--- src/sv/vca_pkg.sv ---
// Shared types and constants of the voice channel allocator.
// Holds the request kinds, result status codes, sequencer states and result record.
// No dependencies.
package vca_pkg;

  localparam int TAG_W  = 8;
  localparam int KIND_W = 2;
  localparam int VIN_W  = 5;
  localparam int VIDX_W = 5;
  localparam int STAT_W = 2;

  // Request kinds.
  typedef enum logic [KIND_W-1:0] {
    KIND_ALLOC   = 2'd0,
    KIND_FINISH  = 2'd1,
    KIND_RELEASE = 2'd2,
    KIND_SWEEP   = 2'd3
  } kind_t;

  // Result status codes.
  typedef enum logic [STAT_W-1:0] {
    ST_DONE      = 2'd0,
    ST_DROPPED   = 2'd1,
    ST_NOT_FOUND = 2'd2
  } status_t;

  // Sequencer states.
  typedef enum logic [2:0] {
    S_IDLE,
    S_SCAN,
    S_FREE,
    S_STEAL,
    S_TAG_RD,
    S_TAKE,
    S_DONE
  } state_t;

  // One result record, handed from the sequencer to the output register.
  typedef struct packed {
    logic              granted;
    logic [VIDX_W-1:0] voice_index;
    logic              evicted_valid;
    logic [TAG_W-1:0]  evicted_tag;
    status_t           status;
  } rsp_t;

endpackage

--- src/sv/vca_req_if.sv ---
// Request channel of the voice channel allocator: valid, ready and one request.
// Depends on vca_pkg for the field widths.
interface vca_req_if;
  import vca_pkg::*;

  logic                valid;
  logic                ready;
  logic [KIND_W-1:0]   kind;
  logic [TAG_W-1:0]    tag;
  logic                priority_req;
  logic [VIN_W-1:0]    voice;

  modport source (output valid, kind, tag, priority_req, voice, input ready);
  modport sink   (input valid, kind, tag, priority_req, voice, output ready);
endinterface

--- src/sv/vca_rsp_if.sv ---
// Result channel of the voice channel allocator: valid, ready and one result.
// Depends on vca_pkg for the field widths.
interface vca_rsp_if;
  import vca_pkg::*;

  logic                valid;
  logic                ready;
  logic                granted;
  logic [VIDX_W-1:0]   voice_index;
  logic                evicted_valid;
  logic [TAG_W-1:0]    evicted_tag;
  logic [STAT_W-1:0]   status;

  modport source (output valid, granted, voice_index, evicted_valid, evicted_tag, status,
                  input ready);
  modport sink   (input valid, granted, voice_index, evicted_valid, evicted_tag, status,
                  output ready);
endinterface

--- src/sv/voice_channel_allocator.sv ---
// Voice channel allocator. One request at a time: a finished-voice mark or a sweep of
// finished voices needs no search; a release scans the tag memory, one voice per
// cycle, and stops at the first match; an allocation scans the tags the same way,
// then, without a tag match, searches from the round-robin cursor for a silent voice
// and then for an unprotected one, one voice per cycle, then reads and rewrites the
// chosen voice's tag. The single read port of the tag memory sets the scan rate.
// Each request yields one result, held in an output register, and the next request
// may enter while that result waits.
module voice_channel_allocator #(
  parameter int NUM_VOICES = 32
) (
  input  logic      clk,
  input  logic      rst,
  vca_req_if.sink   req,
  vca_rsp_if.source rsp
);
  import vca_pkg::*;

  localparam int IW = (NUM_VOICES > 1) ? $clog2(NUM_VOICES) : 1;

  logic             tag_wr_en;
  logic [IW-1:0]    tag_wr_addr;
  logic [TAG_W-1:0] tag_wr_data;
  logic [IW-1:0]    tag_rd_addr;
  logic [TAG_W-1:0] tag_rd_data;
  logic             res_valid;
  logic             res_ready;
  rsp_t             res;

  // Tag memory, one entry per voice.
  vca_ram #(
    .WIDTH (TAG_W),
    .DEPTH (NUM_VOICES)
  ) u_tag_ram (
    .clk     (clk),
    .wr_en   (tag_wr_en),
    .wr_addr (tag_wr_addr),
    .wr_data (tag_wr_data),
    .rd_addr (tag_rd_addr),
    .rd_data (tag_rd_data)
  );

  // Search sequencer and voice flags.
  vca_seq #(
    .NUM_VOICES (NUM_VOICES)
  ) u_seq (
    .clk         (clk),
    .rst         (rst),
    .req         (req),
    .tag_wr_en   (tag_wr_en),
    .tag_wr_addr (tag_wr_addr),
    .tag_wr_data (tag_wr_data),
    .tag_rd_addr (tag_rd_addr),
    .tag_rd_data (tag_rd_data),
    .res_valid   (res_valid),
    .res_ready   (res_ready),
    .res         (res)
  );

  // Output register.
  vca_out_reg u_out_reg (
    .clk       (clk),
    .rst       (rst),
    .res_valid (res_valid),
    .res_ready (res_ready),
    .res       (res),
    .rsp       (rsp)
  );

`ifndef NO_ASSERTIONS
  // A result handed to the output register shows up on the port next cycle.
  a_handoff: assert property (@(posedge clk) disable iff (rst)
    res_valid && res_ready |=> rsp.valid)
    else $error("result handed over but not presented");

  // An eviction is only ever reported with a grant.
  a_evict_granted: assert property (@(posedge clk) disable iff (rst)
    res_valid && res.evicted_valid |-> res.granted)
    else $error("eviction without grant");

  // A dropped allocation carries neither grant nor eviction.
  a_drop_clean: assert property (@(posedge clk) disable iff (rst)
    res_valid && res.status == ST_DROPPED |-> !res.granted && !res.evicted_valid)
    else $error("dropped result carries a grant");

  // A granted result always has status done.
  a_grant_status: assert property (@(posedge clk) disable iff (rst)
    rsp.valid && rsp.granted |-> rsp.status == ST_DONE)
    else $error("granted result with error status");
`endif

endmodule

--- src/sv/vca_ram.sv ---
// Generic single-write, single-read memory with a registered read port.
// No dependencies.
module vca_ram #(
  parameter int WIDTH = 8,
  parameter int DEPTH = 32
) (
  input  logic                                      clk,
  input  logic                                      wr_en,
  input  logic [((DEPTH > 1) ? $clog2(DEPTH) : 1)-1:0] wr_addr,
  input  logic [WIDTH-1:0]                          wr_data,
  input  logic [((DEPTH > 1) ? $clog2(DEPTH) : 1)-1:0] rd_addr,
  output logic [WIDTH-1:0]                          rd_data
);

  logic [WIDTH-1:0] mem [DEPTH];

  // Write port and registered read port.
  always_ff @(posedge clk) begin
    if (wr_en) begin
      mem[wr_addr] <= wr_data;
    end
    rd_data <= mem[rd_addr];
  end

endmodule

--- src/sv/vca_seq.sv ---
// Sequencer of the voice channel allocator: voice flags, round-robin cursor and the
// one-voice-per-cycle search. Depends on vca_pkg, vca_req_if and the tag memory ports.
module vca_seq #(
  parameter int NUM_VOICES = 32,
  localparam int IW = (NUM_VOICES > 1) ? $clog2(NUM_VOICES) : 1,
  localparam int CW = $clog2(NUM_VOICES + 1)
) (
  input  logic                  clk,
  input  logic                  rst,
  vca_req_if.sink               req,
  output logic                  tag_wr_en,
  output logic [IW-1:0]         tag_wr_addr,
  output logic [vca_pkg::TAG_W-1:0] tag_wr_data,
  output logic [IW-1:0]         tag_rd_addr,
  input  logic [vca_pkg::TAG_W-1:0] tag_rd_data,
  output logic                  res_valid,
  input  logic                  res_ready,
  output vca_pkg::rsp_t         res
);
  import vca_pkg::*;

  localparam logic [IW-1:0] LAST = IW'(NUM_VOICES - 1);

  state_t                  state, state_next;
  logic [CW-1:0]           cnt, cnt_next;
  logic                    pvld, pvld_next;
  logic [IW-1:0]           pidx, pidx_next;
  logic [IW-1:0]           sel, sel_next;
  logic [IW-1:0]           srch, srch_next;
  logic [IW-1:0]           xcnt, xcnt_next;
  logic [IW-1:0]           cursor, cursor_next;
  logic                    move_cursor, move_cursor_next;
  kind_t                   req_kind, req_kind_next;
  logic [TAG_W-1:0]        req_tag, req_tag_next;
  logic                    req_prio, req_prio_next;
  logic [NUM_VOICES-1:0]   busy, busy_next;
  logic [NUM_VOICES-1:0]   playing, playing_next;
  logic [NUM_VOICES-1:0]   prot, prot_next;
  logic [NUM_VOICES-1:0]   sweep_mask;
  rsp_t                    res_next;
  logic [IW-1:0]           fin_idx;
  logic                    fin_in_range;
  logic                    tag_hit;

  // Next voice in round-robin order.
  function automatic logic [IW-1:0] wrap_inc(input logic [IW-1:0] idx);
    logic [IW-1:0] nxt;
    nxt = (idx == LAST) ? '0 : idx + 1'b1;
    return nxt;
  endfunction

  assign fin_idx      = IW'(req.voice);
  assign fin_in_range = int'(req.voice) < NUM_VOICES;
  assign sweep_mask   = busy & ~playing;
  assign tag_hit      = pvld && busy[pidx] && (tag_rd_data == req_tag);
  assign res_valid    = (state == S_DONE);
  assign req.ready    = (state == S_IDLE);

  // State and control registers.
  always_ff @(posedge clk) begin
    if (rst) begin
      state       <= S_IDLE;
      cnt         <= '0;
      pvld        <= 1'b0;
      cursor      <= '0;
      move_cursor <= 1'b0;
      busy        <= '0;
      playing     <= '0;
      prot        <= '0;
    end else begin
      state       <= state_next;
      cnt         <= cnt_next;
      pvld        <= pvld_next;
      cursor      <= cursor_next;
      move_cursor <= move_cursor_next;
      busy        <= busy_next;
      playing     <= playing_next;
      prot        <= prot_next;
    end
  end

  // Payload registers.
  always_ff @(posedge clk) begin
    pidx     <= pidx_next;
    sel      <= sel_next;
    srch     <= srch_next;
    xcnt     <= xcnt_next;
    req_kind <= req_kind_next;
    req_tag  <= req_tag_next;
    req_prio <= req_prio_next;
    res      <= res_next;
  end

  // Next state, flag updates and memory control.
  always_comb begin
    state_next       = state;
    cnt_next         = cnt;
    pvld_next        = pvld;
    pidx_next        = pidx;
    sel_next         = sel;
    srch_next        = srch;
    xcnt_next        = xcnt;
    cursor_next      = cursor;
    move_cursor_next = move_cursor;
    req_kind_next    = req_kind;
    req_tag_next     = req_tag;
    req_prio_next    = req_prio;
    busy_next        = busy;
    playing_next     = playing;
    prot_next        = prot;
    res_next         = res;
    tag_wr_en        = 1'b0;
    tag_wr_addr      = sel;
    tag_wr_data      = req_tag;
    tag_rd_addr      = cnt[IW-1:0];

    unique case (state)
      S_IDLE: begin
        if (req.valid) begin
          req_kind_next = kind_t'(req.kind);
          req_tag_next  = req.tag;
          req_prio_next = req.priority_req;
          res_next      = '0;
          cnt_next      = '0;
          pvld_next     = 1'b0;
          unique case (kind_t'(req.kind))
            KIND_ALLOC, KIND_RELEASE: begin
              state_next = S_SCAN;
            end
            KIND_FINISH: begin
              if (fin_in_range) begin
                playing_next[fin_idx] = 1'b0;
              end
              state_next = S_DONE;
            end
            KIND_SWEEP: begin
              busy_next    = busy & ~sweep_mask;
              playing_next = playing & ~sweep_mask;
              prot_next    = prot & ~sweep_mask;
              state_next   = S_DONE;
            end
          endcase
        end
      end

      // Tag scan: one memory read issued per cycle, compared in the cycle after the read.
      S_SCAN: begin
        if (cnt < CW'(NUM_VOICES)) begin
          cnt_next  = cnt + 1'b1;
          pvld_next = 1'b1;
          pidx_next = cnt[IW-1:0];
        end else begin
          pvld_next = 1'b0;
        end
        if (tag_hit) begin
          pvld_next = 1'b0;
          sel_next  = pidx;
          if (req_kind == KIND_ALLOC) begin
            move_cursor_next = 1'b0;
            state_next       = S_TAG_RD;
          end else begin
            busy_next[pidx]      = 1'b0;
            playing_next[pidx]   = 1'b0;
            prot_next[pidx]      = 1'b0;
            res_next.voice_index = VIDX_W'(pidx);
            res_next.status      = ST_DONE;
            state_next           = S_DONE;
          end
        end else if (pvld && pidx == LAST) begin
          pvld_next = 1'b0;
          if (req_kind == KIND_ALLOC) begin
            srch_next  = cursor;
            xcnt_next  = '0;
            state_next = S_FREE;
          end else begin
            res_next.status = ST_NOT_FOUND;
            state_next      = S_DONE;
          end
        end
      end

      // Round-robin search for a voice that is not playing.
      S_FREE: begin
        if (!(busy[srch] && playing[srch])) begin
          sel_next         = srch;
          move_cursor_next = 1'b1;
          state_next       = S_TAG_RD;
        end else if (xcnt == LAST) begin
          srch_next  = cursor;
          xcnt_next  = '0;
          state_next = S_STEAL;
        end else begin
          srch_next = wrap_inc(srch);
          xcnt_next = xcnt + 1'b1;
        end
      end

      // Round-robin search for a voice whose sound may be stolen.
      S_STEAL: begin
        if (!(busy[srch] && prot[srch])) begin
          sel_next         = srch;
          move_cursor_next = 1'b1;
          state_next       = S_TAG_RD;
        end else if (xcnt == LAST) begin
          res_next.status = ST_DROPPED;
          state_next      = S_DONE;
        end else begin
          srch_next = wrap_inc(srch);
          xcnt_next = xcnt + 1'b1;
        end
      end

      // Fetch the tag the chosen voice holds now.
      S_TAG_RD: begin
        tag_rd_addr = sel;
        state_next  = S_TAKE;
      end

      // Hand the voice to the new sound.
      S_TAKE: begin
        tag_wr_en              = 1'b1;
        res_next.granted       = 1'b1;
        res_next.voice_index   = VIDX_W'(sel);
        res_next.evicted_valid = busy[sel];
        res_next.evicted_tag   = busy[sel] ? tag_rd_data : '0;
        res_next.status        = ST_DONE;
        busy_next[sel]         = 1'b1;
        playing_next[sel]      = 1'b1;
        prot_next[sel]         = req_prio;
        if (move_cursor) begin
          cursor_next = wrap_inc(sel);
        end
        state_next = S_DONE;
      end

      S_DONE: begin
        if (res_ready) begin
          state_next = S_IDLE;
        end
      end

      default: begin
        state_next = S_IDLE;
      end
    endcase
  end

endmodule

--- src/sv/vca_out_reg.sv ---
// Output register of the voice channel allocator: holds one result for the consumer.
// Depends on vca_pkg and vca_rsp_if.
module vca_out_reg (
  input  logic          clk,
  input  logic          rst,
  input  logic          res_valid,
  output logic          res_ready,
  input  vca_pkg::rsp_t res,
  vca_rsp_if.source     rsp
);
  import vca_pkg::*;

  rsp_t held;

  assign res_ready = !rsp.valid || rsp.ready;

  // Valid flag of the held result.
  always_ff @(posedge clk) begin
    if (rst) begin
      rsp.valid <= 1'b0;
    end else if (res_ready) begin
      rsp.valid <= res_valid;
    end
  end

  // Result payload, loaded when the slot frees up.
  always_ff @(posedge clk) begin
    if (res_ready && res_valid) begin
      held <= res;
    end
  end

  assign rsp.granted       = held.granted;
  assign rsp.voice_index   = held.voice_index;
  assign rsp.evicted_valid = held.evicted_valid;
  assign rsp.evicted_tag   = held.evicted_tag;
  assign rsp.status        = held.status;

endmodule
--- src/flat_wrapper.sv ---
// flat-port wrapper written by rule: the top's interface ports become plain ports
module voice_channel_allocator_flat import vca_pkg::*;
#(
  parameter int NUM_VOICES = 32
)
  (clk, rst, req_valid, req_kind, req_tag, req_priority_req, req_voice, req_ready, rsp_valid, rsp_granted, rsp_voice_index, rsp_evicted_valid, rsp_evicted_tag, rsp_status, rsp_ready);
  vca_req_if req_i ();
  vca_rsp_if rsp_i ();
  input  logic clk;
  input  logic rst;
  input wire logic [$bits(req_i.valid)-1:0] req_valid;
  input wire logic [$bits(req_i.kind)-1:0] req_kind;
  input wire logic [$bits(req_i.tag)-1:0] req_tag;
  input wire logic [$bits(req_i.priority_req)-1:0] req_priority_req;
  input wire logic [$bits(req_i.voice)-1:0] req_voice;
  output wire logic [$bits(req_i.ready)-1:0] req_ready;
  output wire logic [$bits(rsp_i.valid)-1:0] rsp_valid;
  output wire logic [$bits(rsp_i.granted)-1:0] rsp_granted;
  output wire logic [$bits(rsp_i.voice_index)-1:0] rsp_voice_index;
  output wire logic [$bits(rsp_i.evicted_valid)-1:0] rsp_evicted_valid;
  output wire logic [$bits(rsp_i.evicted_tag)-1:0] rsp_evicted_tag;
  output wire logic [$bits(rsp_i.status)-1:0] rsp_status;
  input wire logic [$bits(rsp_i.ready)-1:0] rsp_ready;
  assign req_i.valid = req_valid;
  assign req_i.kind = req_kind;
  assign req_i.tag = req_tag;
  assign req_i.priority_req = req_priority_req;
  assign req_i.voice = req_voice;
  assign req_ready = req_i.ready;
  assign rsp_valid = rsp_i.valid;
  assign rsp_granted = rsp_i.granted;
  assign rsp_voice_index = rsp_i.voice_index;
  assign rsp_evicted_valid = rsp_i.evicted_valid;
  assign rsp_evicted_tag = rsp_i.evicted_tag;
  assign rsp_status = rsp_i.status;
  assign rsp_i.ready = rsp_ready;
  voice_channel_allocator #(.NUM_VOICES(NUM_VOICES)) u_core (.clk(clk), .rst(rst), .req(req_i), .rsp(rsp_i));
endmodule
--- config.mk ---
export PLATFORM = sky130hd
export DESIGN_NAME = voice_channel_allocator_flat
export DESIGN_NICKNAME = d
export VERILOG_FILES = /design/src/sv/vca_pkg.sv /design/src/sv/vca_req_if.sv /design/src/sv/vca_rsp_if.sv /design/src/sv/voice_channel_allocator.sv /design/src/sv/vca_ram.sv /design/src/sv/vca_seq.sv /design/src/sv/vca_out_reg.sv /design/src/flat_wrapper.sv
export SDC_FILE = /design/constraint.sdc
export NUM_CORES = 1
export LEC_CHECK = 0
export BUFFER_PORTS_ARGS = -buffer_cell sky130_fd_sc_hd__buf_4
export CAP_MARGIN = 20
export CORE_ASPECT_RATIO = 1.4
export CORE_MARGIN = 2
export CORE_UTILIZATION = 40
export CTS_CLUSTER_SIZE = 14
export DETAILED_ROUTE_END_ITERATION = 8
export SLEW_MARGIN = 20
export SYNTH_ARGS = -nofsm -noshare
export SYNTH_HDL_FRONTEND = slang
export SYNTH_HIERARCHICAL = 1
export SYNTH_SLANG_ARGS = --single-unit
--- constraint.sdc ---
create_clock -name clk -period 6 [get_ports clk]
set_clock_uncertainty 0.05 [all_clocks]
set_input_delay 0.3 -clock clk [delete_from_list [all_inputs] [get_ports clk]]
set_output_delay 0.3 -clock clk [all_outputs]
set_load 0.05 [all_outputs]
==> out/metrics.cfg <==
[finish]
utilization_pct=44.78
layout_common_cells=edfxtp_1, nor2_1, a21oi_1, dfxtp_1, mux4_2
nets=1600
antenna_cells=0
final_cells=2252
drive_gt1_share_pct=19.66
final_common_cell=edfxtp_1
syn_to_final_growth_pct=11.30

[floorplan]
die_x_um=195.0
num_rows=98
die_h_um=271.4
core_sq_um=50760
ios=39
initial_core_util_pct=40.23
die_area_sq_um=52910

[worst_setup_path]
arrival_ns=4.34
critPathKind=register to register
max_stage_delay_ns=0.86
crit_path_end_kind=register
path_max_fanout=34
crit_slowest_cell=mux2_2
r2r.worst_path.cells=7
crit_required_ns=6.40
path_buf_inv=2
critical_path.cell_chain=inv_1, and3_1, mux2_2, buf_4, mux4_2, mux4_2, mux2_2
crit_path_start_kind=register
crit_family=multiplexers
path_depth=7

[clock_network]
clk_latency_ns=0.56
clk_pin_slew_ns=0.06
cts_made_buffers=43
cts_buffer_depth=3
cts_tree=built
h-tree-depth=2
post_cts_buffers=0
clock_sinks=442
cts-root-buf=clkbuf_16

[timing]
fmax_mhz=254.0
slew_headroom_pct=23.61
timing.final.crit_period_ns=3.938
worstMarginPinSlew_ns=1.146
final-max-slew-violation-count=0
rsz0062_at_grt=no
period_share_pct=65.63
finalSetupTns_ns=0
hold_violations=0
finalSetupViolCount=0

[logic_synthesis]
synth_top_area_share_pct=47.20
synth-seq-area-share_pct=59.06
ys_seq_elements=442
async_reset_ff_share_pct=0
syn_inst=1558
yosys_warnings=6
ys_types=74
syn_nets=1588
synth-edff-count=321
yosys-top-cells-area=edfxtp_1, dfxtp_1, mux4_2
synth-main-ff-cell=edfxtp_1
synth_area_sq_um=20420
syn_area_per_cell_sq_um=13.11
yosys.area.top_type=edfxtp_1

[run_status]
status=finished, final reports clean

[route]
via_per_inst=6.086
drc=0
dr.first_iter.drc_count=1120
drt_wl_total_um=57080
wire_per_inst_um=25.35
detail-route-antenna-nets=0
vias=13710
drt_first_pass_iters=5

[place]
place_inst=2163
gp_congestion=0.9106
detailed_place_hpwl_um=38520
portBuffers=38

[pwr]
p_per_area_nw_per_um2=408.2
finalPower_mw=9.280
p_leak_nw=6.964
ir_drop_mv=0.2585

[grt]
gr-usage-all-layers_pct=21.45
antenna_found_initial=0
grt_pass1_wl_um=86260
grt_overflow=0
grt_pass1_vias=13870
grt_max_degree=83

[min_path]
whs_path_depth=2
hold_path.class=input port to register

[job]
drv_cap=0

==> registers in the layout, indices dropped and copies added (netlist names), 5 cells and up <==
signal,count
u_core/u_tag_ram/mem,256
u_core/u_seq/xcnt,5
u_core/u_seq/tag_wr_addr,5
u_core/u_seq/cnt,6
u_core/u_seq/pidx,5
u_core/u_out_reg/rsp.evicted_tag,8
u_core/u_tag_ram/rd_data,8
u_core/u_seq/busy,32
u_core/u_seq/tag_wr_data,8
u_core/u_seq/cursor,5
u_core/u_seq/srch,5
u_core/u_seq/res,17
u_core/u_out_reg/rsp.voice_index,5
u_core/u_seq/prot,32
u_core/u_seq/playing,32
==> where the power goes <==
group          internal [mW]  leakage [nW]  total, mW  switching [mW]
logic                   1.01          2.43       2.75            1.74
clock network           1.43         0.639       2.58            1.15
registers               3.67          3.89       3.94           0.278
total                   6.11          6.96       9.28            3.17
==> layout make-up <==
cell class	instances	area, sq um
multi-input cells	959	7722
clock buffers	61	1187
repair buffers	80	650.6
well taps	650	813.3
flip-flops and latches	442	12060
inverters	44	165.2
fillers	4580	28030
clock inverters	16	131.4
==> worst reg2reg max path, cell delays in order (launching register included) <==
cell and delay (ns):
dfxtp_1 0.59, inv_1 0.24, and3_1 0.31, mux2_2 0.86, buf_4 0.56, mux4_2 0.41
mux4_2 0.53, mux2_2 0.28
==> worst paths after layout <==
check                                      startpoint                             end  slack, ns
worst max-delay path            u_core/u_seq/state[0]     u_core/u_tag_ram/rd_data[5]       2.06
worst min-delay path                              rst      u_core/u_out_reg/rsp.valid       0.17
worst max register to register  u_core/u_seq/state[0]     u_core/u_tag_ram/rd_data[5]       2.06
worst min register to register    u_core/u_seq/res[0]  u_core/u_out_reg/rsp.status[0]       0.37
==> metal layers <==
layer | part of all wire, % | track usage (%) | wire length (um) | vias up
li1 | - | - | - | 6086
met1 | 35 | 23.67 | 19970 | 6891
met2 | 53 | 39.19 | 30250 | 538
met3 | 5.5 | 2.833 | 3151 | 190
met4 | 6.5 | 12.98 | 3719 | 0
met5 | 0 | 0 | 0 | -
==> cells in the mapped netlist, drive strengths merged (4+ instances only) <==
cell and n:
mux4 103, and3 10, nor2b 13, mux2i 27
o31ai 38, edfxtp 321, xor2 12, xnor2 5
nand4 8, or2 14, a31oi 15, nand3b 8
a22oi 8, a21boi 12, and2 14, mux2 24
nand2 90, nor2 129, ha 10, a221oi 14
o221ai 4, nand3 54, nor3b 10, dfxtp 121
buf 40, clkbuf 73, a211oi 5, inv 43
or3 12, or3b 5, o32ai 11, o21ai 70
nand2b 11, a311oi 21, nor3 17, o22ai 21
a21oi 126, a32oi 5, o311ai 4
==> what timing repair did <==
| action | 4_1_cts | 5_1_grt |
|---|---|---|
| resized for setup | 0 | 0 |
| hold endpoints to repair | 12 | 0 |
| hold buffers | 12 | 0 |
==> cell families after synthesis <==
| family | synth area share (%) |
|---|---|
| adder cells (fa/ha/maj) | 0.6126 |
| buffers and inverters | 3.388 |
| multiplexers | 14.00 |
| AND/OR/NAND/NOR | 9.490 |
| AO/OA/AOI/OAI | 12.72 |
| flip-flops | 59.06 |
| XOR/XNOR | 0.7290 |
==> through the flow <==
step | worst slack (ns) | hold WS [ns] | cell area, sq um
after floorplan | 2.790 | 0.3124 | 20420
after global placement | 1.999 | 0.3561 | 21240
after detailed placement | 1.896 | 0.3545 | 21270
after CTS | 1.898 | 0.1702 | 22710
after global routing | 1.854 | 0.2033 | 22730
final | 2.062 | 0.1718 | 22730
(Power assumes the default switching activity.)
